===== config.mk =====
export PLATFORM = sky130hd
export DESIGN_NAME = segment_dda_step_generator_top
export DESIGN_NICKNAME = d
export VERILOG_FILES = /design/src/rtl/sdda_pkg.sv /design/src/rtl/segment_dda_step_generator_top.sv /design/src/rtl/sdda_fifo.sv /design/src/rtl/sdda_core.sv
export SDC_FILE = /design/constraint.sdc
export NUM_CORES = 2
export LEC_CHECK = 0
export BUFFER_PORTS_ARGS = -buffer_cell sky130_fd_sc_hd__buf_2
export CAP_MARGIN = 15
export CELL_PAD_IN_SITES_DETAIL_PLACEMENT = 1
export CELL_PAD_IN_SITES_GLOBAL_PLACEMENT = 1
export CORE_UTILIZATION = 42
export CTS_CLUSTER_DIAMETER = 100
export DETAILED_ROUTE_END_ITERATION = 8
export GPL_TIMING_DRIVEN = 0
export MAX_ROUTING_LAYER = met4
export PLACE_DENSITY_LB_ADDON = 0.1
export SETUP_SLACK_MARGIN = 0.15
export SLEW_MARGIN = 0
export SYNTH_ARGS = -nofsm -noshare
export SYNTH_HDL_FRONTEND = slang
export SYNTH_SLANG_ARGS = --single-unit

===== constraint.sdc =====
create_clock -name i_clk -period 15.6 [get_ports i_clk]
set_clock_uncertainty 0.05 [all_clocks]
set_input_delay 0.78 -clock i_clk [delete_from_list [all_inputs] [get_ports i_clk]]
set_output_delay 0.78 -clock i_clk [all_outputs]
set_load 0.02 [all_outputs]

===== src/rtl/sdda_pkg.sv =====
`default_nettype none

package sdda_pkg;

    localparam int unsigned SEG_W          = 32;
    localparam int unsigned LEVEL_W        = 5;
    localparam int unsigned CFG_IDX_W      = 1;
    localparam int unsigned QUEUE_DEPTH    = 16;

    localparam logic [SEG_W-1:0] INIT_INTERVAL = 32'd2000;
    localparam logic [SEG_W-1:0] MIN_INTERVAL  = 32'd50;

    // register indexes
    localparam logic [CFG_IDX_W-1:0] CFG_INITIAL_INTERVAL = 1'd0;
    localparam logic [CFG_IDX_W-1:0] CFG_MIN_INTERVAL     = 1'd1;

    // word kinds
    localparam logic KIND_TICK = 1'b0;
    localparam logic KIND_PUSH = 1'b1;

    typedef struct packed {
        logic [SEG_W-1:0] rate;
        logic [SEG_W-1:0] limit;
        logic [SEG_W-1:0] steps;
        logic [SEG_W-1:0] accum_init;
        logic [SEG_W-1:0] interval;
    } t_seg;

    typedef struct packed {
        logic push;
        logic pop;
    } t_fifo_ctl;

    typedef struct packed {
        logic empty;
        logic full;
    } t_fifo_stat;

    typedef struct packed {
        logic step;
        logic active;
        logic dropped;
    } t_core_res;

endpackage

`default_nettype wire


===== src/rtl/segment_dda_step_generator_top.sv =====
`default_nettype none

// Segment DDA step generator. Each word is either a timebase tick (kind 0)
// or a segment push (kind 1) into a QUEUE_DEPTH-entry queue; every word gives
// exactly one result word. Throughput is one word per clock unless the output
// is stalled: an input register feeds the single-pass update of countdown,
// accumulator and queue, which loads the result register. The queue head is
// prefetched from its memory each cycle, so a pop need not wait for a read. Both
// registers hold while the output is stalled; the input side stalls only when
// both are full. Configuration writes take effect at once and are meant for
// idle periods; a write to initial_interval also reloads the alarm countdown.

module segment_dda_step_generator_top #(
    parameter int unsigned QUEUE_DEPTH = sdda_pkg::QUEUE_DEPTH
) (
    input  wire                                i_clk,
    input  wire                                i_rst_n,
    input  wire                                i_cfg_we,
    input  wire  [sdda_pkg::CFG_IDX_W-1:0]     i_cfg_index,
    input  wire  [sdda_pkg::SEG_W-1:0]         i_cfg_data,
    input  wire                                i_in_valid,
    output logic                               o_in_stall,
    input  wire                                i_kind,
    input  wire  [sdda_pkg::SEG_W-1:0]         i_seg_rate,
    input  wire  [sdda_pkg::SEG_W-1:0]         i_seg_limit,
    input  wire  [sdda_pkg::SEG_W-1:0]         i_seg_steps,
    input  wire  [sdda_pkg::SEG_W-1:0]         i_seg_accum_init,
    input  wire  [sdda_pkg::SEG_W-1:0]         i_seg_interval,
    output logic                               o_out_valid,
    input  wire                                i_out_stall,
    output logic                               o_step_pulse,
    output logic                               o_segment_active,
    output logic [sdda_pkg::LEVEL_W-1:0]       o_queue_level,
    output logic                               o_push_rejected,
    output logic                               o_segment_dropped
);

    localparam int unsigned LW = $clog2(QUEUE_DEPTH + 1);

    logic                  r_in_valid;
    logic                  r_in_kind;
    sdda_pkg::t_seg        r_in_seg;

    logic                  r_out_valid;
    logic                  r_step, r_active, r_rejected, r_dropped;
    logic [sdda_pkg::LEVEL_W-1:0] r_level;

    logic                  out_free, go, in_acc, push_req, tick;
    sdda_pkg::t_seg        in_seg, head;
    sdda_pkg::t_fifo_ctl   fifo_ctl;
    sdda_pkg::t_fifo_stat  fifo_stat;
    sdda_pkg::t_core_res   core_res;
    logic                  pop;
    logic [LW-1:0]         level_next;
    logic [LW+sdda_pkg::LEVEL_W-1:0] level_ext;

    assign out_free   = !r_out_valid || !i_out_stall;
    assign go         = r_in_valid && out_free;
    assign o_in_stall = r_in_valid && !out_free;
    assign in_acc     = i_in_valid && !o_in_stall;

    assign push_req   = go && (r_in_kind == sdda_pkg::KIND_PUSH);
    assign tick       = go && (r_in_kind == sdda_pkg::KIND_TICK);

    assign fifo_ctl.push = push_req && !fifo_stat.full;
    assign fifo_ctl.pop  = pop;

    assign level_ext  = {{sdda_pkg::LEVEL_W{1'b0}}, level_next};

    always_comb begin
        in_seg.rate       = i_seg_rate;
        in_seg.limit      = i_seg_limit;
        in_seg.steps      = i_seg_steps;
        in_seg.accum_init = i_seg_accum_init;
        in_seg.interval   = i_seg_interval;
    end

    always_ff @(posedge i_clk) begin
        if (!i_rst_n) begin
            r_in_valid <= 1'b0;
        end else if (in_acc) begin
            r_in_valid <= 1'b1;
        end else if (go) begin
            r_in_valid <= 1'b0;
        end
    end

    always_ff @(posedge i_clk) begin
        if (in_acc) begin
            r_in_kind <= i_kind;
            r_in_seg  <= in_seg;
        end
    end

    always_ff @(posedge i_clk) begin
        if (!i_rst_n) begin
            r_out_valid <= 1'b0;
        end else if (go) begin
            r_out_valid <= 1'b1;
        end else if (!i_out_stall) begin
            r_out_valid <= 1'b0;
        end
    end

    always_ff @(posedge i_clk) begin
        if (go) begin
            r_step     <= core_res.step;
            r_active   <= core_res.active;
            r_dropped  <= core_res.dropped;
            r_rejected <= push_req && fifo_stat.full;
            r_level    <= level_ext[sdda_pkg::LEVEL_W-1:0];
        end
    end

    sdda_fifo #(
        .DEPTH (QUEUE_DEPTH),
        .LW    (LW)
    ) u_fifo (
        .i_clk        (i_clk),
        .i_rst_n      (i_rst_n),
        .i_ctl        (fifo_ctl),
        .i_wr_seg     (r_in_seg),
        .o_head       (head),
        .o_stat       (fifo_stat),
        .o_level_next (level_next)
    );

    sdda_core u_core (
        .i_clk       (i_clk),
        .i_rst_n     (i_rst_n),
        .i_cfg_we    (i_cfg_we),
        .i_cfg_index (i_cfg_index),
        .i_cfg_data  (i_cfg_data),
        .i_tick      (tick),
        .i_head      (head),
        .i_fifo_stat (fifo_stat),
        .o_pop       (pop),
        .o_res       (core_res)
    );

    assign o_out_valid       = r_out_valid;
    assign o_step_pulse      = r_step;
    assign o_segment_active  = r_active;
    assign o_queue_level     = r_level;
    assign o_push_rejected   = r_rejected;
    assign o_segment_dropped = r_dropped;

`ifndef NO_ASSERTIONS
    // a push word never steps or pops
    a_push_no_alarm: assert property (@(posedge i_clk) disable iff (!i_rst_n)
        o_out_valid && o_push_rejected |-> !o_step_pulse && !o_segment_dropped)
        else $error("push word reported step or drop");

    // full queue rejects the push on the following result
    a_full_reject: assert property (@(posedge i_clk) disable iff (!i_rst_n)
        push_req && fifo_stat.full |=> o_out_valid && o_push_rejected)
        else $error("push into full queue not flagged");

    // held input word survives an output stall
    a_hold_input: assert property (@(posedge i_clk) disable iff (!i_rst_n)
        r_in_valid && r_out_valid && i_out_stall |=> r_in_valid)
        else $error("input word lost under stall");

    // never push and pop in the same word
    a_no_push_pop: assert property (@(posedge i_clk) disable iff (!i_rst_n)
        !(fifo_ctl.push && fifo_ctl.pop))
        else $error("push and pop together");
`endif

endmodule

`default_nettype wire


===== src/rtl/sdda_fifo.sv =====
`default_nettype none

module sdda_fifo #(
    parameter int unsigned DEPTH = sdda_pkg::QUEUE_DEPTH,
    parameter int unsigned LW    = $clog2(DEPTH + 1)
) (
    input  wire                    i_clk,
    input  wire                    i_rst_n,
    input  sdda_pkg::t_fifo_ctl    i_ctl,
    input  sdda_pkg::t_seg         i_wr_seg,
    output sdda_pkg::t_seg         o_head,
    output sdda_pkg::t_fifo_stat   o_stat,
    output logic [LW-1:0]          o_level_next
);

    localparam int unsigned PW = (DEPTH > 1) ? $clog2(DEPTH) : 1;
    localparam logic [PW-1:0] LAST_PTR = PW'(DEPTH - 1);
    localparam logic [LW-1:0] FULL_LVL = LW'(DEPTH);

    sdda_pkg::t_seg  r_mem [DEPTH];
    sdda_pkg::t_seg  r_head;
    logic [PW-1:0]   r_wr_ptr, n_wr_ptr;
    logic [PW-1:0]   r_rd_ptr, n_rd_ptr;
    logic [LW-1:0]   r_fill, n_fill;

    always_comb begin
        n_wr_ptr = r_wr_ptr;
        n_rd_ptr = r_rd_ptr;
        n_fill   = r_fill;
        if (i_ctl.push) begin
            n_wr_ptr = (r_wr_ptr == LAST_PTR) ? '0 : r_wr_ptr + 1'b1;
            n_fill   = r_fill + 1'b1;
        end
        if (i_ctl.pop) begin
            n_rd_ptr = (r_rd_ptr == LAST_PTR) ? '0 : r_rd_ptr + 1'b1;
            n_fill   = r_fill - 1'b1;
        end
    end

    always_ff @(posedge i_clk) begin
        if (!i_rst_n) begin
            r_wr_ptr <= '0;
            r_rd_ptr <= '0;
            r_fill   <= '0;
        end else begin
            r_wr_ptr <= n_wr_ptr;
            r_rd_ptr <= n_rd_ptr;
            r_fill   <= n_fill;
        end
    end

    // storage, head word prefetched from the next read address
    always_ff @(posedge i_clk) begin
        if (i_ctl.push) begin
            r_mem[r_wr_ptr] <= i_wr_seg;
        end
        if (i_ctl.push && (r_wr_ptr == n_rd_ptr)) begin
            r_head <= i_wr_seg;
        end else begin
            r_head <= r_mem[n_rd_ptr];
        end
    end

    assign o_head       = r_head;
    assign o_stat.empty = (r_fill == '0);
    assign o_stat.full  = (r_fill == FULL_LVL);
    assign o_level_next = n_fill;

endmodule

`default_nettype wire


===== src/rtl/sdda_core.sv =====
`default_nettype none

module sdda_core (
    input  wire                                    i_clk,
    input  wire                                    i_rst_n,
    input  wire                                    i_cfg_we,
    input  wire  [sdda_pkg::CFG_IDX_W-1:0]         i_cfg_index,
    input  wire  [sdda_pkg::SEG_W-1:0]             i_cfg_data,
    input  wire                                    i_tick,
    input  sdda_pkg::t_seg                         i_head,
    input  sdda_pkg::t_fifo_stat                   i_fifo_stat,
    output logic                                   o_pop,
    output sdda_pkg::t_core_res                    o_res
);

    localparam int unsigned W = sdda_pkg::SEG_W;

    logic [W-1:0] r_rate, r_limit, r_steps, r_accum;
    logic [W-1:0] r_interval, r_countdown, r_min_interval;

    logic         alarm, active, step, exhausted, drop, load;
    logic [W:0]   sum;
    logic [W+1:0] diff;
    logic [W-1:0] acc_new;

    always_comb begin
        alarm     = i_tick && (r_countdown <= W'(1));
        active    = (r_steps != '0);
        sum       = {1'b0, r_accum} + {1'b0, r_rate};
        diff      = {2'b00, r_accum} + {2'b00, r_rate} - {2'b00, r_limit};
        // saturated sum always clears the limit
        step      = alarm && active && (sum[W] || !diff[W+1]);
        if (sum[W]) begin
            acc_new = ~r_limit;
        end else if (step) begin
            acc_new = diff[W-1:0];
        end else begin
            acc_new = sum[W-1:0];
        end
        exhausted = !active || (step && (r_steps == W'(1)));
        o_pop     = alarm && exhausted && !i_fifo_stat.empty;
        drop      = o_pop && (i_head.interval < r_min_interval);
        load      = o_pop && !drop;

        o_res.step    = step;
        o_res.dropped = drop;
        if (load) begin
            o_res.active = (i_head.steps != '0);
        end else begin
            o_res.active = active && !(step && (r_steps == W'(1)));
        end
    end

    always_ff @(posedge i_clk) begin
        if (!i_rst_n) begin
            r_rate         <= '0;
            r_limit        <= '0;
            r_steps        <= '0;
            r_accum        <= '0;
            r_interval     <= sdda_pkg::INIT_INTERVAL;
            r_countdown    <= sdda_pkg::INIT_INTERVAL;
            r_min_interval <= sdda_pkg::MIN_INTERVAL;
        end else if (i_cfg_we) begin
            case (i_cfg_index)
                sdda_pkg::CFG_INITIAL_INTERVAL: begin
                    r_interval  <= i_cfg_data;
                    r_countdown <= i_cfg_data;
                end
                sdda_pkg::CFG_MIN_INTERVAL: begin
                    r_min_interval <= i_cfg_data;
                end
                default: begin
                end
            endcase
        end else if (i_tick) begin
            if (!alarm) begin
                r_countdown <= r_countdown - 1'b1;
            end else begin
                r_countdown <= r_interval;
                if (active) begin
                    r_accum <= acc_new;
                end
                if (step) begin
                    r_steps <= r_steps - 1'b1;
                end
                if (load) begin
                    r_rate     <= i_head.rate;
                    r_limit    <= i_head.limit;
                    r_steps    <= i_head.steps;
                    r_accum    <= i_head.accum_init;
                    r_interval <= i_head.interval;
                end
            end
        end
    end

endmodule

`default_nettype wire


==> impl_metrics.prom <==
# TYPE chip_impl_metric gauge
chip_impl_info{name="synth.top_cells.by_count",value="edfxtp_1 (2,730), mux4_2 (768), nand2_1 (349)"} 1
chip_impl_metric{name="finalCritPeriodShare",unit=""} 0.571
chip_impl_metric{name="synthDistinctLibCells",unit=""} 80
chip_impl_metric{name="setup_viol_count_final",unit=""} 0
chip_impl_metric{name="detailed_place_hpwl",unit="mm"} 249
chip_impl_metric{name="transition_time_at_the_pin_with_the_least_slew_margin",unit="ps"} 1230
chip_impl_info{name="tritoncts",value="built"} 1
chip_impl_info{name="worst_path_slowest_cell",value="buf_1"} 1
chip_impl_metric{name="maxSlewHeadroom",unit=""} 0.181
chip_impl_info{name="synth_most_common_cell",value="edfxtp_1"} 1
chip_impl_metric{name="fin_tns_setup",unit="ps"} 0
chip_impl_metric{name="route.detailed.drc",unit=""} 0
chip_impl_metric{name="fp.dieArea",unit="um^2"} 281000
chip_impl_metric{name="cpPeakStageDelay",unit="ps"} 950
chip_impl_metric{name="netlist.area_leader.share",unit=""} 0.700
chip_impl_metric{name="synthesis.yosys.warnings",unit=""} 0
chip_impl_metric{name="gp_routability_congestion",unit=""} 0.893
chip_impl_metric{name="inserted_clock_buffers",unit=""} 323
chip_impl_metric{name="area_growth_syn_to_layout",unit="%"} 18.9
chip_impl_metric{name="drc_violation_total_after_the_first_tritonroute_iteration",unit=""} 6627
chip_impl_info{name="result_of_the_run",value="complete, no violations"} 1
chip_impl_metric{name="place_inst",unit=""} 10200
chip_impl_metric{name="detailed_place.area",unit="um^2"} 128000
chip_impl_info{name="worstPathCellList",value="buf_2, buf_2, buf_1, buf_2, buf_1, mux2i_1, o21ai_0, ha_1, nand4_1, inv_1, a221oi_1, a211oi_1, o21a_1, o21ai_2, a211oi_4, nand2_1, clkbuf_1, nor2_1, nor3_1"} 1
chip_impl_metric{name="clkLatencyLatePin",unit="ps"} 930
chip_impl_info{name="unrepaired_setup_endpoints_after_global_routing",value="false"} 1
chip_impl_info{name="end_kind",value="register"} 1
chip_impl_metric{name="power.ir.vdd_worst",unit="mV"} 0.0753
chip_impl_metric{name="synth-seq-area-share",unit=""} 0.742
chip_impl_metric{name="fmaxAchievable",unit="GHz"} 0.112
chip_impl_metric{name="dr.pass1.iters",unit=""} 7
chip_impl_metric{name="cts-root-to-sink-buffers",unit=""} 4
chip_impl_metric{name="route.vias.total",unit=""} 63400
chip_impl_metric{name="cp.required",unit="ps"} 16350
chip_impl_info{name="synth.largest_area_cell",value="edfxtp_1"} 1
chip_impl_metric{name="cts.reportedPaths.clkPinSlew",unit="ps"} 60
chip_impl_metric{name="core.rowCount",unit=""} 193
chip_impl_info{name="worst_setup_path_class",value="reg -> reg"} 1
chip_impl_metric{name="max_cap_violations",unit=""} 0
chip_impl_info{name="root_buffer",value="clkbuf_16"} 1
chip_impl_info{name="startpoint_class_of_the_critical_path",value="register"} 1
chip_impl_metric{name="grt_use_total",unit=""} 0.265
chip_impl_metric{name="grt_overflow",unit=""} 0
chip_impl_metric{name="p_leak",unit="nW"} 44.0
chip_impl_metric{name="layout_min_cycle_time",unit="ps"} 8910
chip_impl_metric{name="die-height",unit="um"} 530
chip_impl_metric{name="cts-htree-levels",unit=""} 5
chip_impl_metric{name="synth-edff-count",unit=""} 2730
chip_impl_metric{name="routed_wire_length_per_instance",unit="um"} 32.9
chip_impl_metric{name="drv_slew",unit=""} 0
chip_impl_info{name="crit_path_frequent_cell",value="buf_2"} 1
chip_impl_metric{name="grt_antenna_before_repair",unit=""} 18
chip_impl_metric{name="io-pin-count",unit=""} 210
chip_impl_metric{name="grt_max_degree",unit=""} 27
chip_impl_metric{name="finish.instance_area",unit="um^2"} 139000
chip_impl_metric{name="first_global_vias",unit=""} 66000
chip_impl_metric{name="core_area",unit="um^2"} 277000
chip_impl_metric{name="hold_viol",unit=""} 0
chip_impl_metric{name="floorplan.initialDensity",unit=""} 0.423
chip_impl_metric{name="synth_async_sr_flop_share",unit=""} 0
chip_impl_metric{name="postSynthAreaPerCell",unit="um^2"} 19.4
chip_impl_metric{name="buffer_ports.inserted",unit=""} 207
chip_impl_metric{name="syn_nets",unit=""} 6338
chip_impl_metric{name="drive_above_1_share",unit=""} 0.253
chip_impl_metric{name="synth_cells",unit=""} 6030
chip_impl_metric{name="synth-seq-cells",unit=""} 2973
chip_impl_metric{name="post_cts_resize_count",unit=""} 0
chip_impl_metric{name="timing.critical_path.arrival",unit="ps"} 9670
chip_impl_info{name="worst_min_delay_path_class",value="in -> reg"} 1
chip_impl_metric{name="total_power",unit="mW"} 16.7
chip_impl_metric{name="layout.cells.non_filler",unit=""} 11000
chip_impl_metric{name="ant_nets",unit=""} 0
chip_impl_info{name="cell_types_occupying_the_most_area_after_synthesis",value="edfxtp_1 (70%), mux4_2 (15%), dfxtp_1 (4.2%)"} 1
chip_impl_metric{name="die-width",unit="um"} 530
chip_impl_metric{name="finalWirelength",unit="mm"} 361
chip_impl_metric{name="avgViaCountPerCell",unit=""} 5.79
chip_impl_metric{name="first_pass_grt_wire_length",unit="mm"} 507
chip_impl_metric{name="synth_area",unit="um^2"} 117000
chip_impl_info{name="synth_top_flop_cell",value="edfxtp_1"} 1
chip_impl_metric{name="fill_cells",unit=""} 25200
chip_impl_metric{name="crit_fanout",unit=""} 10
chip_impl_metric{name="cts.sinks",unit=""} 2973
chip_impl_metric{name="cellPowerDensity",unit="nW/um^2"} 120
chip_impl_metric{name="fin_nets",unit=""} 7284
-- cells in the final DEF (no fill, tap or decap), types with 71 or more instances in the layout --
cell type / n
mux4_2: 768
buf_12: 105
nor2_1: 197
buf_6: 109
a21oi_1: 298
nand2_1: 349
dfxtp_1: 243
dlygate4sd3_1: 116
edfxtp_1: 2730
nor3_1: 85
clkbuf_16: 330
o21ai_0: 147
buf_1: 72
buf_2: 256
clkinv_1: 71
clkbuf_1: 258
inv_1: 93
ha_1: 107
-- logic make-up (layout without fill, tap and decap cells) --
logic type                 after synthesis  in the layout  synth area share
AOI/OAI and AO/OA                      765            765            0.0401
xor gates and xnor gates                80             80           0.00598
adders and majority gates              109            109            0.0118
buffers and inverters                  403           1614            0.0140
DFF                                   2973           2973             0.742
muxes                                  812            812             0.152
other                                    0              5                 0
and+or+nand+nor                        888            888            0.0350
-- power by group --
part	total (mW)	leakage [nW]	switching (mW)	internal (mW)
Sequential	8.88	26.7	0.114	8.76
Combinational	0.282	12.3	0.174	0.108
Clock	7.53	5.00	3.21	4.32
Total	16.7	44.0	3.50	13.2
-- critical path: cells and delay by family, from the launching register on --
family / cells / cell delay [ps]
simple gates: 4 / 1050
compound gates: 6 / 2610
flops: 1 / 310
mux: 1 / 170
buf+inv: 7 / 4180
fa+ha+maj: 1 / 370
-- final timing paths --
path	from	end	slack, ps	cells past startpoint
hold reg to reg	u_core.r_limit[7]	u_core.r_limit[7]	400	2
hold / removal	i_seg_accum_init[16]	r_in_seg[48]	50	1
setup / recovery	register	u_core.r_interval[27]	6690	19
setup reg to reg	register	u_core.r_interval[27]	6690	19
-- routing by layer --
layer | part of all wire | vias to the layer above | GRT usage
met5 | 0 | - | -
met2 | 0.48 | 1908 | 0.421
li1 | - | 26600 | -
met1 | 0.44 | 34500 | 0.365
met4 | 0.024 | 0 | 0.0644
met3 | 0.051 | 429 | 0.0320
-- state kept, by name, summed over array words and instances (netlist names), named ones only --
signal                 cells
o_push_rejected            1
u_core.r_limit            32
u_core.r_countdown        32
o_out_valid                1
o_segment_dropped          1
r_in_kind                  1
u_core.r_min_interval     32
u_core.r_rate             32
u_core.r_accum            32
r_in_valid                 1
u_fifo.r_mem            2560
o_step_pulse               1
u_fifo.r_fill              5
u_fifo.r_rd_ptr            4
u_core.r_interval         32
r_in_seg                 160
o_queue_level              5
u_fifo.r_wr_ptr            4
u_core.r_steps            32
o_segment_active           1
-- what timing repair did --
item	4_1_cts	5_1_grt
hold buffers	116	0
endpoints found under the hold margin	116	0
buffers inserted	0	0
endpoints found under the setup margin	0	0
-- per-stage QoR --
stage	hold WS (ps)	setup WS, ps	utilization
6_report	46.2	6690	0.503
2_1_floorplan	380	1280	-
5_1_grt	31.5	6470	0.503
3_3_place_gp	392	-19120	0.443
3_5_place_dp	396	6500	0.461
4_1_cts	0.0133	6450	0.502
-- layout make-up --
type / count / area [um^2] / share of cell area
inverters: 95 / 357 / 0.00256
diodes: 5 / 12.5 / 0.0000898
plain buffers: 308 / 1290 / 0.00926
clock buffers: 423 / 8670 / 0.0622
multi-input cells: 2654 / 28700 / 0.206
clock inverters: 167 / 1620 / 0.0116
flip-flops and latches: 2973 / 86800 / 0.624
repair buffers: 621 / 7110 / 0.0510
well taps: 3705 / 4640 / 0.0333
No activity file was read; power rests on OpenSTA's default activity.
